==> src/rh_pkg.sv <==
// ----------------------------------------------------------------------------
// rh_pkg
// Types, codes and constants shared by the hash table modules.
// ----------------------------------------------------------------------------
`default_nettype none
package rh_pkg;

  localparam int HASH_W          = 48;
  localparam int VALUE_W         = 32;
  localparam int KIND_W          = 3;
  localparam int START_W         = 9;
  localparam int STATUS_W        = 3;
  localparam int SLOT_W          = 8;
  localparam int COUNT_W         = 9;
  localparam int LIMIT_W         = 9;
  localparam int TABLE_DEPTH_DEF = 256;

  typedef enum logic [KIND_W-1:0] {
    KIND_INSERT = 3'd0,
    KIND_LOOKUP = 3'd1,
    KIND_REMOVE = 3'd2,
    KIND_SCAN   = 3'd3,
    KIND_CLEAR  = 3'd4
  } kind_e;

  typedef enum logic [STATUS_W-1:0] {
    RES_INSERTED  = 3'd0,
    RES_REPLACED  = 3'd1,
    RES_FOUND     = 3'd2,
    RES_NOT_FOUND = 3'd3,
    RES_REMOVED   = 3'd4,
    RES_FULL      = 3'd5,
    RES_SCAN_END  = 3'd6
  } status_e;

  typedef struct packed {
    logic [KIND_W-1:0]  kind;
    logic [HASH_W-1:0]  key_hash;
    logic [VALUE_W-1:0] value_in;
    logic [START_W-1:0] start_index;
  } in_item_t;

  typedef struct packed {
    logic [STATUS_W-1:0] status;
    logic [VALUE_W-1:0]  value_out;
    logic [SLOT_W-1:0]   slot_index;
    logic [COUNT_W-1:0]  entry_count;
  } out_item_t;

  typedef enum logic [3:0] {
    DP_NOP,
    DP_LOAD,
    DP_LOAD_SCAN,
    DP_LOAD_CLR,
    DP_FIND_BEGIN,
    DP_FIND_NEXT,
    DP_REPLACE,
    DP_REM_BEGIN,
    DP_REM_SHIFT,
    DP_REM_END,
    DP_INS_BEGIN,
    DP_INS_SWAP,
    DP_INS_SKIP,
    DP_INS_END,
    DP_SCAN_NEXT,
    DP_CLR_STEP
  } dp_op_e;

  typedef enum logic [1:0] {
    SRC_ZERO,
    SRC_HIT,
    SRC_SAVED
  } src_e;

  typedef struct packed {
    dp_op_e  op;
    logic    emit;
    status_e status;
    src_e    src;
  } cmd_t;

  typedef struct packed {
    logic [KIND_W-1:0] new_kind;
    logic              new_scan_oob;
    logic [KIND_W-1:0] op_kind;
    logic              home_done;
    logic              rd_empty;
    logic              rd_match;
    logic              rd_lt;
    logic              rd_le1;
    logic              probe_last;
    logic              shift_last;
    logic              idx_last;
    logic              full;
  } stat_t;

endpackage
`default_nettype wire

==> src/rh_ctrl.sv <==
// ----------------------------------------------------------------------------
// rh_ctrl
// Operation sequencer: probe, insert, shift-back, scan and clear walks.
// ----------------------------------------------------------------------------
`default_nettype none
module rh_ctrl (
  input  wire logic          clk,
  input  wire logic          rst_n,
  input  wire logic          start,
  input  wire rh_pkg::stat_t stat,
  output logic               busy,
  output rh_pkg::cmd_t       cmd
);
  import rh_pkg::*;

  typedef enum logic [6:0] {
    ST_SWEEP = 7'b0000001,
    ST_IDLE  = 7'b0000010,
    ST_HOME  = 7'b0000100,
    ST_FIND  = 7'b0001000,
    ST_INS   = 7'b0010000,
    ST_REM   = 7'b0100000,
    ST_SCAN  = 7'b1000000
  } state_t;

  state_t state_r, state_nxt;
  logic   clr_op_r, clr_op_nxt;
  logic   hit;

  assign hit = !stat.rd_empty && stat.rd_match;

  always_comb begin
    state_nxt  = state_r;
    clr_op_nxt = clr_op_r;
    cmd        = '{op: DP_NOP, emit: 1'b0, status: RES_NOT_FOUND, src: SRC_ZERO};
    case (state_r)
      ST_SWEEP: begin
        cmd.op = DP_CLR_STEP;
        if (stat.idx_last) begin
          state_nxt  = ST_IDLE;
          clr_op_nxt = 1'b0;
          if (clr_op_r) begin
            cmd.emit   = 1'b1;
            cmd.status = RES_REMOVED;
          end
        end
      end
      ST_IDLE: begin
        if (start) begin
          case (stat.new_kind)
            KIND_INSERT, KIND_LOOKUP, KIND_REMOVE: begin
              cmd.op    = DP_LOAD;
              state_nxt = ST_HOME;
            end
            KIND_SCAN: begin
              if (stat.new_scan_oob) begin
                cmd.emit   = 1'b1;
                cmd.status = RES_SCAN_END;
              end else begin
                cmd.op    = DP_LOAD_SCAN;
                state_nxt = ST_SCAN;
              end
            end
            KIND_CLEAR: begin
              cmd.op     = DP_LOAD_CLR;
              clr_op_nxt = 1'b1;
              state_nxt  = ST_SWEEP;
            end
            default: begin
              cmd.emit = 1'b1;
            end
          endcase
        end
      end
      ST_HOME: begin
        if (stat.home_done) begin
          cmd.op    = DP_FIND_BEGIN;
          state_nxt = ST_FIND;
        end
      end
      ST_FIND: begin
        if (hit) begin
          case (stat.op_kind)
            KIND_INSERT: begin
              cmd       = '{op: DP_REPLACE, emit: 1'b1, status: RES_REPLACED, src: SRC_HIT};
              state_nxt = ST_IDLE;
            end
            KIND_REMOVE: begin
              cmd.op    = DP_REM_BEGIN;
              state_nxt = ST_REM;
            end
            default: begin
              cmd       = '{op: DP_NOP, emit: 1'b1, status: RES_FOUND, src: SRC_HIT};
              state_nxt = ST_IDLE;
            end
          endcase
        end else if (stat.rd_empty || stat.probe_last) begin
          if (stat.op_kind == KIND_INSERT && !stat.full) begin
            cmd.op    = DP_INS_BEGIN;
            state_nxt = ST_INS;
          end else begin
            cmd.emit   = 1'b1;
            cmd.status = (stat.op_kind == KIND_INSERT) ? RES_FULL : RES_NOT_FOUND;
            state_nxt  = ST_IDLE;
          end
        end else begin
          cmd.op = DP_FIND_NEXT;
        end
      end
      ST_INS: begin
        if (stat.rd_empty) begin
          cmd       = '{op: DP_INS_END, emit: 1'b1, status: RES_INSERTED, src: SRC_SAVED};
          state_nxt = ST_IDLE;
        end else if (stat.rd_lt) begin
          cmd.op = DP_INS_SWAP;
        end else begin
          cmd.op = DP_INS_SKIP;
        end
      end
      ST_REM: begin
        if (stat.shift_last || stat.rd_le1) begin
          cmd       = '{op: DP_REM_END, emit: 1'b1, status: RES_REMOVED, src: SRC_SAVED};
          state_nxt = ST_IDLE;
        end else begin
          cmd.op = DP_REM_SHIFT;
        end
      end
      ST_SCAN: begin
        if (!stat.rd_empty) begin
          cmd       = '{op: DP_NOP, emit: 1'b1, status: RES_FOUND, src: SRC_HIT};
          state_nxt = ST_IDLE;
        end else if (stat.idx_last) begin
          cmd.emit   = 1'b1;
          cmd.status = RES_SCAN_END;
          state_nxt  = ST_IDLE;
        end else begin
          cmd.op = DP_SCAN_NEXT;
        end
      end
      default: begin
        state_nxt  = ST_SWEEP;
        clr_op_nxt = 1'b0;
      end
    endcase
  end

  always_ff @(posedge clk) begin
    if (!rst_n) begin
      state_r  <= ST_SWEEP;
      clr_op_r <= 1'b0;
    end else begin
      state_r  <= state_nxt;
      clr_op_r <= clr_op_nxt;
    end
  end

  assign busy = state_r != ST_IDLE;
endmodule
`default_nettype wire

==> config.mk <==
export PLATFORM = sky130hd
export DESIGN_NAME = rh_ctrl
export DESIGN_NICKNAME = d
export VERILOG_FILES = /design/src/rh_pkg.sv /design/src/rh_ctrl.sv
export SDC_FILE = /design/constraint.sdc
export NUM_CORES = 1
export LEC_CHECK = 0
export BUFFER_PORTS_ARGS = -buffer_cell sky130_fd_sc_hd__buf_2
export CAP_MARGIN = 5
export CORE_MARGIN = 1
export CORE_UTILIZATION = 41
export CTS_CLUSTER_SIZE = 20
export DETAILED_ROUTE_END_ITERATION = 8
export HOLD_SLACK_MARGIN = 0.1
export PLACE_DENSITY = 0.68
export SYNTH_ARGS = -nofsm -noshare
export SYNTH_HDL_FRONTEND = slang
export SYNTH_SLANG_ARGS = --single-unit
==> constraint.sdc <==
create_clock -name clk -period 2.2 [get_ports clk]
set_clock_uncertainty 0.1 [all_clocks]
set_input_delay 0.44 -clock clk [delete_from_list [all_inputs] [get_ports clk]]
set_output_delay 0.44 -clock clk [all_outputs]
set_load 0.005 [all_outputs]
==> results.txt, run 1 <==
----------------------------------------------------
[Setup path]
  Reg2reg setup slack ... -0.33 ns
  Crit Reg-Reg Endpoint ... state_r[1]$_SDFFE_PN0P_
  Worst path required time ... 1.66 ns
  Start of the worst register-to-register path ... state_r[0]$_SDFFE_PN1P_
  Critical path class ... flop to primary output
  Number of cell instances on the worst register-to-register path ... 8
  Crit path launch type ... flop
  Critical path capture point type ... primary output
  CP Launch Point ... state_r[0]$_SDFFE_PN1P_
  Signal arrival time at the worst endpoint ... 2.07 ns
  Worst Path Max Fanout ... 5
  Crit path to ... cmd[4]

[Placement]
  GP Congestion ... 0.9661
  Port-buffer cells ... 29
  Cell area after placement ... 1463 µm²
  Detail Placement HPWL ... 3.118 mm

[Synthesis]
  Number of library cell types mapped by synthesis ... 47
  Top FF cell, synth ... sky130_fd_sc_hd__dfxtp_1
  Post-synth EDFFs ... 0
  Seq/Total Area, Yosys ... 0.1574
  Cell type with the largest total area after synthesis ... sky130_fd_sc_hd__dfxtp_1
  Most common cell in the synthesized netlist ... sky130_fd_sc_hd__nor2_1
  Post-synthesis sequential element count ... 8
  Avg Inst Size Synth ... 6.692 µm²
  Post-Syn Instances ... 152
  Leading cell types by total area after synthesis ... sky130_fd_sc_hd__dfxtp_1 16%, sky130_fd_sc_hd__o21ai_0 7.4%, sky130_fd_sc_hd__nor2_1 7.0%, sky130_fd_sc_hd__nand2_1 6.3%, sky130_fd_sc_hd__a21oi_1 4.4%
  Synth top area share ... 0.1574
  Leading cell types by count after synthesis ... 19 x sky130_fd_sc_hd__nor2_1, 17 x sky130_fd_sc_hd__nand2_1, 15 x sky130_fd_sc_hd__o21ai_0
  Netlist area before placement ... 1017 µm²
  Post-synth net total ... 171
  Fraction of synthesis flops using an asynchronous set or reset pin ... 0
  Yosys synthesis warning count ... 0

[Timing]
  Final Hold Fails ... 0
  Max-slew violation count ... 0
  Slew at the pin closest to its max-slew limit ... 0.6309 ns
  Final min period ... 2.608 ns
  Crit path setup slack, layout ... -0.4075 ns
  Worst slew margin relative to its limit ... 0.5749
  Unrepaired setup endpoints after global routing ... true
  Final-report setup violation count ... 14
  Share of the clock period used by the worst path ... 1.185
  Highest clock frequency the design can meet ... 383.5 MHz
  Final-layout setup total negative slack ... -4.091 ns

[Clock tree]
  Clock tree from TritonCTS ... built
  Clock Root Buffer ... sky130_fd_sc_hd__clkbuf_4
  Clk buf depth ... 2
  Clock insertion delay at the later pin of the skew report ... 0.25 ns
  Number of clock sinks ... 8
  Number of CTS-inserted buffers ... 3
  Deepest level of the CTS H-tree ... 1
  Clock-pin slew on the worst setup and hold paths ... 0.05 ns

[Power and ir drop]
  Sequential power share ... 0.220
  Part of the power in combinational logic ... 0.636
  Clock network fraction of total power ... 0.145
  Switching part of the total power ... 0.3999
  Worst VDD drop ... 0.0004052 V
  Total leakage power ... 0.0007247 µW
  Switching power ... 301.5 µW
  Cell internal pwr ... 452.5 µW
  P per Cell Area ... 449.7 nW/µm²

[Floorplan]
  I/O Pins ... 30
  Number of placement rows ... 17
  Die Outline Area ... 2684 µm²
  Std-Cell Core Area ... 2276 µm²
  Die Span Y ... 51.81 µm
  Die boundary width ... 51.81 µm
  Starting utilization of the core area ... 0.4469

[Final layout]
  Final core utilization ... 0.7367
  Number of antenna diodes ... 0
  Area added between synthesis and finish ... 64.82%
  Layout Cell Area excl Fill ... 1677 µm²
  Net count reported at finish ... 244
  Fraction of final layout cells with drive strength greater than 1 ... 0.5067

[Detailed routing]
  Routed WL per cell ... 17.35 µm
  Wire length reported by the detailed router ... 4.356 mm
  Post-route DRC ... 0
  Detailed-route vias per instance ... 6.056
  Drt pass-1 iters ... 4
  Starting DRT DRC Count ... 90
  Final antenna-violating net count ... 0
  Detailed-route via count ... 1520

[GRT]
  Number of global-route vias before repair ... 1422
  Number of antenna violations at the first check in global routing ... 0
  Overflow after GRT ... 0
  Largest net degree at the start of global routing ... 10
  Global-route wire length before repair ... 6.320 mm
  Global router's overall resource usage ... 0.3223

[Job]
  Max_cap viols ... 0

[Status]
  Violations in the final reports ... negative setup slack
  Status ... complete, but fails checks

[Min path]
  HP Class ... input pin to flop

----------------------------------------------------
[cells by family (layout without fill, tap and decap cells)]
kind of cell             count (synthesis)  after routing  synth area share
AO/OA/AOI/OAI                           49             49            0.3346
XOR/XNOR                                 2              2           0.01722
adder cells (fa/ha/maj)                  1              1          0.009840
buffers and inverters                   11             82           0.05780
flip-flops                               8              8            0.1574
multiplexers                             1              1           0.01107
AND/OR/NAND/NOR                         80             80            0.4121
[worst max-delay path, cell delays in order (launching register included)]
cell                       delay [ns]
sky130_fd_sc_hd__dfxtp_2         0.32
sky130_fd_sc_hd__or4_4           0.54
sky130_fd_sc_hd__or3_4           0.41
sky130_fd_sc_hd__buf_6           0.15
sky130_fd_sc_hd__nor2_2          0.07
sky130_fd_sc_hd__a32oi_1         0.07
sky130_fd_sc_hd__o211ai_1        0.11
sky130_fd_sc_hd__buf_2           0.14
[layout make-up]
| class | instances | area (µm²) |
|---|---|---|
| Fill cell | 188 | 599.3 |
| Multi-Input combinational cell | 133 | 927.1 |
| Tap cell | 28 | 35.03 |
| Sequential cell | 8 | 163.9 |
| Timing Repair Buffer | 76 | 516.7 |
| Clock buffer | 3 | 22.52 |
| Inverter | 3 | 11.26 |
[power by group through the flow]
stage               registers [µW]  clock network [µW]  logic, µW
floorplan                      168                   0        210
global placement               165                   0        423
detailed placement             166                   0        428
CTS                            165                 111        430
global route                   165                 119        514
finish                         166                 109        479
[flip-flops by register name, indices dropped and copies added, names as in the netlist]
register,count
state_r,7
clr_op_r,1
[routing by layer]
layer / up-vias / routed length (µm) / global-route usage
li1: 720 / - / -
met1: 717 / 1736 / 0.3757
met2: 71 / 2175 / 0.5801
met3: 12 / 355 / 0.05556
met4: 0 / 90 / 0.1216
met5: - / 0 / 0
[stage by stage]
step / cells / hold slack [ns] / setup WS (ns) / power [µW]
5_1_grt: 251 / 0.3902 / -0.4810 / 798.8
2_1_floorplan: 152 / 0.4194 / -0.07230 / 378.8
3_3_place_gp: 241 / 0.4944 / -0.1939 / 588.2
3_5_place_dp: 241 / 0.5230 / -0.2083 / 594.8
6_report: 251 / 0.3756 / -0.4075 / 754.0
4_1_cts: 249 / 0.3680 / -0.4236 / 706.0
[placed cells by master (no fill, tap or decap), types with 4 or more instances in the layout]
master / n
sky130_fd_sc_hd__a21oi_1: 6
sky130_fd_sc_hd__buf_4: 42
sky130_fd_sc_hd__nor3_1: 4
sky130_fd_sc_hd__buf_6: 5
sky130_fd_sc_hd__nor2b_1: 5
sky130_fd_sc_hd__buf_2: 29
sky130_fd_sc_hd__o21ai_0: 14
sky130_fd_sc_hd__nand2_1: 16
sky130_fd_sc_hd__nand3_1: 9
sky130_fd_sc_hd__dfxtp_1: 5
sky130_fd_sc_hd__nor2_1: 15
sky130_fd_sc_hd__o211ai_1: 4
[worst min path at each step]
stage | start | endpoint | slack [ns] | cells past startpoint
global placement | clr_op_r$_SDFFE_PN0P_ | clr_op_r$_SDFFE_PN0P_ | 0.49 | 1
detailed placement | clr_op_r$_SDFFE_PN0P_ | clr_op_r$_SDFFE_PN0P_ | 0.52 | 1
global route | rst_n | state_r[1]$_SDFFE_PN0P_ | 0.39 | 2
finish | rst_n | state_r[1]$_SDFFE_PN0P_ | 0.38 | 2
CTS | rst_n | state_r[1]$_SDFFE_PN0P_ | 0.37 | 2
floorplan | clr_op_r$_SDFFE_PN0P_ | clr_op_r$_SDFFE_PN0P_ | 0.42 | 1
[timing repair]
action	CTS	global route
hold buffers	0	0
setup buffers	6	2
gates resized for setup	16	18
pin swaps	11	10
endpoints found under the setup margin	11	16
Power figures use the tool's default switching activity.
==> run 2, diff against run 1 <==
Settings changed: CORE_UTILIZATION 41 to 46, PLACE_DENSITY 0.68 to 0.75.
==> run 2 against run 1 <==
- the run still ends with negative setup slack left
- wire length shrank 3.0%
- non-clock buffer count shrank 8
- die area shrank 10%
- clock power grew 4%
- combinational power shrank 4.4%
- flip-flop and latch count is the same
- worst hold slack gained 0.00069 ns
- core utilization grew 4.1 points
- via count grew 2.8%
- first-iteration DRC count grew 30%
- largest power group unchanged
==> results.txt, run 2 (synthesis results as in run 1) <==
----------------------------------------------------
[Clock tree]
  Clock Root Buffer ... sky130_fd_sc_hd__clkbuf_4 (unchanged)
  Number of CTS-inserted buffers ... 3 (unchanged)
  Clock-pin slew on the worst setup and hold paths ... 0.06 ns (was 0.05 ns)
  Clk buf depth ... 2 (unchanged)
  Number of buffers added to fix hold violations after cts ... 0 (unchanged)
  Number of clock sinks ... 8 (unchanged)
  Clock tree from TritonCTS ... built (unchanged)
  Deepest level of the CTS H-tree ... 1 (unchanged)
  Clock insertion delay at the later pin of the skew report ... 0.26 ns (was 0.25 ns)

[Power and ir drop]
  Clock network fraction of total power ... 0.153 (was 0.145)
  Total leakage power ... 0.0006696 µW (was 0.0007247 µW)
  Part of the power in combinational logic ... 0.623 (was 0.636)
  Sequential power share ... 0.224 (was 0.220)
  Cell internal pwr ... 436.2 µW (was 452.5 µW)
  Switching power ... 298.3 µW (was 301.5 µW)
  Post-route total power ... 734.5 µW (was 754.0 µW)
  P per Cell Area ... 467.4 nW/µm² (was 449.7 nW/µm²)
  Switching part of the total power ... 0.4061 (was 0.3999)
  Worst VDD drop ... 0.0004352 V (was 0.0004052 V)

[Timing]
  Final Hold Fails ... 0 (unchanged)
  Final-layout setup total negative slack ... -3.972 ns (was -4.091 ns)
  Max-slew violation count ... 0 (unchanged)
  Final min period ... 2.622 ns (was 2.608 ns)
  Final-report setup violation count ... 14 (unchanged)
  Unrepaired setup endpoints after global routing ... true (unchanged)
  Slew at the pin closest to its max-slew limit ... 0.4798 ns (was 0.6309 ns)
  Worst slew margin relative to its limit ... 0.6801 (was 0.5749)
  Share of the clock period used by the worst path ... 1.192 (was 1.185)
  Highest clock frequency the design can meet ... 381.3 MHz (was 383.5 MHz)
  Crit path setup slack, layout ... -0.4225 ns (was -0.4075 ns)

[Floorplan]
  Die Outline Area ... 2403 µm² (was 2684 µm²)
  Std-Cell Core Area ... 2022 µm² (was 2276 µm²)
  Starting utilization of the core area ... 0.5031 (was 0.4469)
  Die boundary width ... 49.03 µm (was 51.81 µm)
  Die Span Y ... 49.03 µm (was 51.81 µm)
  I/O Pins ... 30 (unchanged)
  Number of placement rows ... 16 (was 17)

[Final layout]
  Top reg by flops ... state_r (unchanged)
  Leading cell types in the layout, fill and taps excluded ... 34 x sky130_fd_sc_hd__buf_4, 29 x sky130_fd_sc_hd__buf_2, 18 x sky130_fd_sc_hd__nor2_1 (was 42 x sky130_fd_sc_hd__buf_4, 29 x sky130_fd_sc_hd__buf_2, 16 x sky130_fd_sc_hd__nand2_1)
  Number of flip-flops under the largest register name ... 7 (unchanged)
  Final standard cell count with taps included and fillers excluded ... 242 (was 251)
  Number of antenna diodes ... 0 (unchanged)
  Largest registers ranked by flip-flop count ... state_r: 7 flops, clr_op_r: 1 flops (unchanged)
  Area added between synthesis and finish ... 54.49% (was 64.82%)
  Net count reported at finish ... 236 (was 244)
  Multi-input gate area in the final layout ... 883.3 µm² (was 927.1 µm²)
  Fraction of final layout cells with drive strength greater than 1 ... 0.4465 (was 0.5067)
  FF/Latch Area ... 163.9 µm² (unchanged)
  Most common library cell in the layout ignoring fill and taps ... sky130_fd_sc_hd__buf_4 (unchanged)
  Total of fill cells in the finished design ... 147 (was 188)
  Layout Cell Area excl Fill ... 1572 µm² (was 1677 µm²)

[Detailed routing]
  Starting DRT DRC Count ... 117 (was 90)
  Post-route DRC ... 0 (unchanged)
  Detailed-route vias per instance ... 6.455 (was 6.056)
  Routed WL per cell ... 17.46 µm (was 17.35 µm)
  Drt pass-1 iters ... 5 (was 4)
  Detailed-route via count ... 1562 (was 1520)
  Wire length reported by the detailed router ... 4.226 mm (was 4.356 mm)
  Final antenna-violating net count ... 0 (unchanged)

[GRT]
  Overflow after GRT ... 0 (unchanged)
  Global-route wire length before repair ... 6.527 mm (was 6.320 mm)
  Number of antenna violations at the first check in global routing ... 0 (unchanged)
  Fraction of met2 tracks used by global routing ... 0.6088 (was 0.5801)
  Global router's overall resource usage ... 0.3482 (was 0.3223)
  Largest net degree at the start of global routing ... 10 (unchanged)
  Grt met3 use ... 0.05607 (was 0.05556)
  Number of global-route vias before repair ... 1426 (was 1422)
  Peak-usage layer in the global routing report ... met2 (unchanged)
  Met1 track demand over resource ... 0.4291 (was 0.3757)

[Setup path]
  Crit path launch type ... flop (unchanged)
  Signal arrival time at the worst endpoint ... 2.08 ns (was 2.07 ns)
  Worst Path Max Fanout ... 6 (was 5)
  Critical path capture point type ... primary output (unchanged)
  Critical path class ... flop to primary output (unchanged)
  Worst path required time ... 1.66 ns (about the same)

[Placement]
  Minimum setup slack after placement ... -0.1848 ns (was -0.2083 ns)
  GP Congestion ... 0.9972 (was 0.9661)
  Detail Placement HPWL ... 2.983 mm (was 3.118 mm)
  Port-buffer cells ... 29 (unchanged)
  Dpl cells ... 231 (was 241)
  Cell area after placement ... 1394 µm² (was 1463 µm²)

[Status]
  Status ... complete, but fails checks (unchanged)
  Violations in the final reports ... negative setup slack (unchanged)

[Job]
  Max_cap viols ... 0 (unchanged)

[Min path]
  HP Class ... input pin to flop (unchanged)

----------------------------------------------------
## run 2: changes by cell type in the layout (fill, tap and decap cells not counted), sizes merged
cell,before,now
buf,76,68
## run 2: metrics by stage
stage	hold slack [ns]	utilization
after detailed placement	0.5055	0.6894
after floorplan	0.4194	-
after CTS	0.3779	0.7389
after global placement	0.4954	0.6894
after global routing	0.3869	0.7772
final	0.3763	0.7772
## run 2: critical path, stage by stage, from the launching register on
cell	delay, ns
sky130_fd_sc_hd__dfxtp_2	0.32
sky130_fd_sc_hd__or4_4	0.54
sky130_fd_sc_hd__or3_4	0.40
sky130_fd_sc_hd__nor3_2	0.28
sky130_fd_sc_hd__nor2_1	0.10
sky130_fd_sc_hd__nand2_1	0.08
sky130_fd_sc_hd__buf_2	0.11
## run 2: path summary, 6_finish.rpt
kind	from	to	slack [ns]	cells past startpoint
min reg2reg	clr_op_r$_SDFFE_PN0P_	clr_op_r$_SDFFE_PN0P_	0.54	1
min	rst_n	state_r[1]$_SDFFE_PN0P_	0.38	2
max	state_r[0]$_SDFFE_PN1P_	cmd[9]	-0.42	6
max reg2reg	state_r[0]$_SDFFE_PN1P_	state_r[1]$_SDFFE_PN0P_	-0.26	7
## run 2: area by class of cell
class / instances / share of cell area
Clock buffer: 3 / 0.01433
Inverter: 3 / 0.007166
Multi-Input combinational cell: 133 / 0.5621
Sequential cell: 8 / 0.1043
Tap cell: 27 / 0.02150
Timing Repair Buffer: 68 / 0.2906
## run 2: power groups by stage
stage	registers [µW]	clock network (µW)	logic [µW]
detailed placement	166	0	409
CTS	164	109	417
floorplan	168	0	210
global route	164	118	492
global placement	165	0	399
finish	164	113	458
## run 2: routing by layer
layer | vias up | share of wire
li1 | 706 | -
met1 | 691 | 0.38
met2 | 133 | 0.45
met3 | 32 | 0.10
met4 | 0 | 0.063
met5 | - | 0
## run 2: repair_timing
action,in CTS,in global routing
buffers inserted,5,3
gates resized for setup,14,13
pin swaps,4,8
endpoints found under the setup margin,11,12
